==> config.mk <==
export PLATFORM = sky130hd
export DESIGN_NAME = hpt_div_step
export DESIGN_NICKNAME = d
export VERILOG_FILES = /design/src/hpt_pkg.sv /design/src/hpt_div_step.sv
export SDC_FILE = /design/constraint.sdc
export NUM_CORES = 1
export LEC_CHECK = 0
export BUFFER_PORTS_ARGS = -buffer_cell sky130_fd_sc_hd__buf_2
export CELL_PAD_IN_SITES_DETAIL_PLACEMENT = 2
export CELL_PAD_IN_SITES_GLOBAL_PLACEMENT = 2
export CORE_MARGIN = 2
export CORE_UTILIZATION = 28
export DETAILED_ROUTE_END_ITERATION = 7
export PLACE_DENSITY = 0.81
export SYNTH_ARGS = -nofsm -noshare
export SYNTH_HDL_FRONTEND = slang
export SYNTH_SLANG_ARGS = --single-unit
==> constraint.sdc <==
create_clock -name clk_i -period 0.8 [get_ports clk_i]
set_input_delay 0.08 -clock clk_i [delete_from_list [all_inputs] [get_ports clk_i]]
set_output_delay 0.08 -clock clk_i [all_outputs]
set_load 0.005 [all_outputs]
==> src/hpt_pkg.sv <==
// shared types and constants for the 2d homogeneous point transform
// no dependencies
package hpt_pkg;

  localparam int unsigned FRAC_BITS_DEF = 16;
  localparam int unsigned QBITS = 32;
  // cycles from an accepted request to its result strobe
  localparam int unsigned LATENCY = 2 + 1 + QBITS + 1;

  // register indexes
  localparam logic [2:0] REG_X_GAIN = 3'd0;
  localparam logic [2:0] REG_X_OFF  = 3'd1;
  localparam logic [2:0] REG_Y_GAIN = 3'd2;
  localparam logic [2:0] REG_Y_OFF  = 3'd3;
  localparam logic [2:0] REG_W_GAIN = 3'd4;
  localparam logic [2:0] REG_W_OFF  = 3'd5;

  // register reset values (identity matrix)
  localparam logic [63:0] X_GAIN_RST = 64'h0001_0000_0000_0000;
  localparam logic [31:0] X_OFF_RST  = 32'h0000_0000;
  localparam logic [63:0] Y_GAIN_RST = 64'h0000_0000_0001_0000;
  localparam logic [31:0] Y_OFF_RST  = 32'h0000_0000;
  localparam logic [63:0] W_GAIN_RST = 64'h0000_0000_0000_0000;
  localparam logic [31:0] W_OFF_RST  = 32'h0001_0000;

  // status codes
  localparam logic [1:0] ST_OK   = 2'd0;
  localparam logic [1:0] ST_SAT  = 2'd1;
  localparam logic [1:0] ST_DIV0 = 2'd2;

  // one divider stage: both coordinates share the divisor
  typedef struct packed {
    logic        zero;
    logic        neg_x;
    logic        neg_y;
    logic        ovf_x;
    logic        ovf_y;
    logic [63:0] dvs;
    logic [63:0] rem_x;
    logic [63:0] rem_y;
    logic [31:0] qd_x;
    logic [31:0] qd_y;
  } div_stage_t;

endpackage

==> src/hpt_div_step.sv <==
// one restoring division step for both coordinates, registered
// depends on hpt_pkg
module hpt_div_step import hpt_pkg::*; (
  input  logic       clk_i,
  input  logic       rst_ni,
  input  logic       valid_i,
  input  div_stage_t st_i,
  output logic       valid_o,
  output div_stage_t st_o
);

  logic [64:0] sh_x, sh_y, dif_x, dif_y;
  logic        ge_x, ge_y;
  div_stage_t  st_d, st_q;
  logic        valid_q;

  // shift in the next dividend bit and try the subtract
  always_comb begin
    sh_x  = {st_i.rem_x, st_i.qd_x[31]};
    sh_y  = {st_i.rem_y, st_i.qd_y[31]};
    dif_x = sh_x - {1'b0, st_i.dvs};
    dif_y = sh_y - {1'b0, st_i.dvs};
    ge_x  = sh_x >= {1'b0, st_i.dvs};
    ge_y  = sh_y >= {1'b0, st_i.dvs};
    st_d       = st_i;
    st_d.rem_x = ge_x ? dif_x[63:0] : sh_x[63:0];
    st_d.rem_y = ge_y ? dif_y[63:0] : sh_y[63:0];
    st_d.qd_x  = {st_i.qd_x[30:0], ge_x};
    st_d.qd_y  = {st_i.qd_y[30:0], ge_y};
  end

  // valid bit
  always_ff @(posedge clk_i or negedge rst_ni) begin
    if (!rst_ni) begin
      valid_q <= 1'b0;
    end else begin
      valid_q <= valid_i;
    end
  end

  // payload
  always_ff @(posedge clk_i) begin
    st_q <= st_d;
  end

  assign valid_o = valid_q;
  assign st_o    = st_q;

endmodule

==> out/results.txt, run 1 <==
The tools report the number of instances in the synthesized netlist as 1738. The share of the synthesized netlist area taken by xor and xnor gates came out at 6.65%. 526 I/O pins were placed. After detailed placement, the total cell area comes to 22600 um2.

For this design, the CTS-stage hold fixing added 257 buffers. The run gives 2132 as the post-synthesis net count. The run stopped with a tool error. The post-synthesis sequential element count is 262.

Simple logic cell fraction of the synthesized area: 15.5%. Fraction of the mapped netlist area in compound gates: 24.0%. Weighted congestion at the end of routability-driven global placement: 0.925. Sorting the synthesized cells by area gives the leading types as dfxtp_1, ha_1, a21oi_1.

CTS saw 262 sinks. The mean instance size in the synthesized netlist is 8.34 um2. The number of gates resized after CTS was 581. Once the clock tree was built, the setup fixing pass inserted 52 buffers. The library cell occupying the most area in the post-synthesis netlist is dfxtp_1. The commonest cells after synthesis are dfxtp_1, a21oi_1, nand2_1. Number of flops mapped to enable cells by yosys: 0.

Progress stopped at clock tree synthesis. In this run the tool buffered the top-level ports with 525 buffer cells. The mux share of post-synthesis cell area was 1.47%; the H-tree depth was 2. The synthesized netlist occupies a cell area of 14500 um2. Yosys mapped the design onto 78 distinct sky130hd cell types. The longest clock path from root to sink contains 3 buffers. The first error in the log reads "[ERROR DPL-0033] detailed placement checks failed during check placement". The share of flip-flops with an asynchronous set or reset after synthesis is 0.382%. The initialized floorplan defines 83 standard-cell rows. The share of the Yosys chip area taken by registers is 36.2%. Among all flip-flop cells after synthesis, the most frequent one is dfxtp_1. Detailed placement ended at an HPWL of 72400 um. For this configuration, the core starts out at a cell density of 28.3%. The root buffer cell was clkbuf_16. The die extent in x is 231 um. The adder and majority gate portion of the synthesized area is 11.3%. The vertical die dimension was 231 um. The synthesized design devotes to its leading area cell type 36.1% of total area. The largest family of logic cells by synthesized area is compound AO/OA/AOI/OAI gates.

Buffers inserted during clock tree synthesis total 34. Leading cell type by number of instances after synthesis: dfxtp_1. Yosys printed 0 warnings.
[metrics by stage]
| step | hold WS, ns | setup slack [ns] | cells |
|---|---|---|---|
| floorplan | -0.216 | -1.84 | 1738 |
| global placement | -0.144 | -2.69 | 3451 |
| detailed placement | -0.143 | -2.89 | 3451 |
[logic make-up after synthesis]
family,count (synthesis)
AO/OA/AOI/OAI,562
adder cells (fa/ha/maj),130
XOR/XNOR,110
multiplexers,19
flip-flops,262
AND/OR/NAND/NOR,476
buffers and inverters,179
==> inputs of run 2 (changes only) <==
Settings changed: CELL_PAD_IN_SITES_DETAIL_PLACEMENT 2 to not set, CELL_PAD_IN_SITES_GLOBAL_PLACEMENT 2 to not set, CORE_UTILIZATION 28 to 30, PLACE_DENSITY 0.81 to not set, PLACE_DENSITY_LB_ADDON set to 0.15.
==> out/results.txt, run 2 <==
The run finished, with violations left. The checks that failed: negative hold slack, negative setup slack. For this run, the leading register cell type out of synthesis is dfxtp_1. In the post-synthesis netlist, the cell with the most instances is dfxtp_1. The number of flops mapped to enable cells by yosys came out at 0 (unchanged).

The cell area after layout was 31200 um2; the overall via count from detail_route was 18880. The post-synthesis cell area is 14500 um2 (unchanged). For the pre-CTS worst setup slack, the log shows -2.51 ns (+0.379 ns). The run gives 3588 as the net count reported at finish. The run gives 0.907 (-1.9%) as the weighted congestion at the end of routability-driven global placement.

The port buffer count is 525 (unchanged). The tools report the final count of pins violating max slew as 0. The area share of the leading cell type in the synthesized netlist is 36.1% (unchanged). Number of DRC markers after the initial detailed-route iteration: 857.

The run gives 50100 um2 as the die area. Final critical path time including I/O delays and setup: 2.55 ns. For the final hold violation count, the log shows 3.

The routed wire length came out at 78100 um. The tools report the cell row count as 80 (-3.6%). The tools report the final worst setup slack as -1.75 ns. The critical path's slowest cell was o311ai_4.

The number of global-route vias before repair was 19367; the final sum of negative setup slack was -269.96 ns. The period utilization is 319%, and the maximum fanout along the worst path is 6. Max-cap violations in this run came to 0. In this run the power density over the cells is 1780 nW/um2.

The worst-case hold slack was -0.365 ns. After synthesis, the cell types taking the most area are dfxtp_1, ha_1, a21oi_1. Maximum number of pins on one net before global-route repair: 41. The instance area after placement is 22700 um2 (+0.69%).

The measured slew at the worst slew-check pin came out at 0.600 ns. The tools report the half-perimeter wire length after placement as 56600 um (-22%). The mean instance size in the synthesized netlist was 8.34 um2 (unchanged). The number of instances in the synthesized netlist is 1738 (unchanged), and the number of antenna violations at the first check in global routing is 15. The vertical die dimension came out at 224 um (-3.3%). For this design the static power due to leakage is 14.5 nW. The worst max-slew margin expressed relative to the limit is 59.6%, and the share of post-route cells with drive strength above 1 is 56.7%. After detailed routing, the number of remaining DRC violations is 0. Uppermost metal layer occupied by signal nets: met5. The detailed router put a total of 31700 um of wire on met1. The number of library cell types mapped by synthesis was 78 (unchanged); the non-filler instance count after layout was 3844.

dfxtp_1 takes more of the synthesized area than any other cell. Die extent in x: 224 um (-3.3%). The TritonCTS sink count came out at 262 (unchanged). The total area inside the core boundary comes to 47700 um2. Setup repair after global routing could not meet its margin everywhere.

The peak supply drop was 1.64 mV; the buffer levels on the longest clock path was 3 (unchanged). The tools report the total global routing overflow as 0. By startpoint and endpoint, the worst setup path is classified as input pin to register. The first detailed-routing pass took 5 iterations. The tools report the number of synthesis warnings as 0 (unchanged). The top cell types in the final layout, fill and taps aside, are buf_4, buf_2, dlygate4sd3_1. The starting utilization of the core area was 30.3% (+2.0 points). Once detail routing completed, the nets flagged for antenna violations numbered 0. Clock-pin slew was measured on the worst setup and hold paths at 0.06 ns. The number of clock buffers inserted by TritonCTS was 34 (unchanged); the worst path buffer plus inverter count was 7. In this design, the stage delay of the slowest critical-path cell is 0.44 ns. In the final routed layout, each cell accounts on average for 20.3 um.

The tools report the sort of element at the start of the critical path as an input pin. TritonCTS built the clock tree. The share of flip-flops with an asynchronous set or reset after synthesis works out to 0.382% (unchanged). The critical path goes through buf_2 -> inv_4 -> ha_4 -> buf_4 -> a21o_1 -> o21bai_1 -> nor2b_2 -> o311ai_4 -> a2111oi_4 -> buf_4 -> a21oi_4 -> o21ai_4 -> a21oi_4 -> buf_6 -> buf_12 -> buf_12 -> nor4_4 -> a211oi_2. The commonest cells after synthesis are dfxtp_1, a21oi_1, nand2_1. The wire length of the first global-routing pass was 111000 um; the flip-flop count of the largest register after layout was 261. The tree is rooted in a clkbuf_16.

In this run the worst hold path is classified as input pin to register. Static timing analysis puts the maximum clock frequency at 0.392 GHz. The tools report the number of I/O pins as 526 (unchanged). The ratio of routed vias to standard cells was 4.91; the met3 wire length was 4410 um. H-tree depth: 2 (unchanged). The worst setup path is captured at a register. For the number of cells after detailed placement, the log shows 3411 (-1.2%). The worst path required time is 1.26 ns.

The post-synthesis sequential element count works out to 262 (unchanged). The logs give 2132 (unchanged) for the post-synthesis net count and 36.2% (unchanged) for the fraction of the yosys area taken by sequential cells. Setup violations remaining at the end of the flow were counted as 392. Leading cell type in the layout, fill and taps excluded: buf_4. STA puts the critical path data arrival time at 3.02 ns. The routed design uses 38000 um of met2 wire.

The cell family contributing the most delay on the critical path is compound AO/OA/AOI/OAI gates. The post-synthesis to final-layout area growth is 115%. For this run, the total global-route usage over all layers was measured as 29.2%.
[run 2: cell type report]
class                   count  area [um2]
flip-flops and latches    262        5400
well taps                 615         769
multi-input cells        1297       11100
clock buffers              43         956
clock inverters            19         344
inverters                 104         483
fillers                  3922       16600
diodes                      9        22.5
repair buffers           1495       12100
[run 2: power breakdown]
part,switching (mW),internal [mW],total [mW]
Sequential,0.855,15.1,15.9
Combinational,10.1,11.8,21.9
Clock,6.60,11.2,17.8
Total,17.6,38.0,55.6
[run 2: per-layer routing]
layer / vias to the layer above / track usage (%)
li1: 9128 / -
met4: 8 / 15.3
met1: 8938 / 34.2
met2: 632 / 50.3
met3: 174 / 5.64
met5: - / 0
[run 2: repair_timing]
action	in CTS	in global routing
buffers inserted	66	50
gates resized for setup	426	428
endpoints found under the setup margin	392	392
hold endpoints to repair	260	4
hold buffers	259	2
pin swaps	101	100
cloned	14	7
[run 2: worst paths after layout]
path / to / slack [ns] / cells past startpoint / startpoint
worst min-delay path: st_o[192] / -0.37 / 1 / st_i[192]
min in group asynchronous: valid_o / 0.53 / 3 / rst_ni
worst max-delay path: st_o[168] / -1.75 / 18 / st_i[200]
max in group asynchronous: valid_o / 0.16 / 3 / rst_ni
[run 2: kinds of logic (layout without fill, tap and decap cells)]
| group | after synthesis | after routing | share of synthesized area [%] |
|---|---|---|---|
| muxes | 19 | 19 | 1.47 |
| and+or+nand+nor | 476 | 476 | 15.5 |
| other | 0 | 9 | 0 |
| AOI/OAI and AO/OA | 562 | 562 | 24.0 |
| adders and majority gates | 130 | 130 | 11.3 |
| DFF | 262 | 262 | 36.2 |
| buffers and inverters | 179 | 1661 | 4.85 |
| xor gates and xnor gates | 110 | 110 | 6.65 |
[run 2: stage by stage]
step           hold slack, ns  power (mW)  util [%]
2_1_floorplan          -0.216        22.7         -
5_1_grt                -0.374        58.0      65.3
3_5_place_dp           -0.141        31.7      47.6
3_3_place_gp           -0.139        31.7      47.6
6_report               -0.365        55.6      65.3
4_1_cts                -0.383        53.3      61.2
Note: power is estimated with default switching activity, not from simulation.
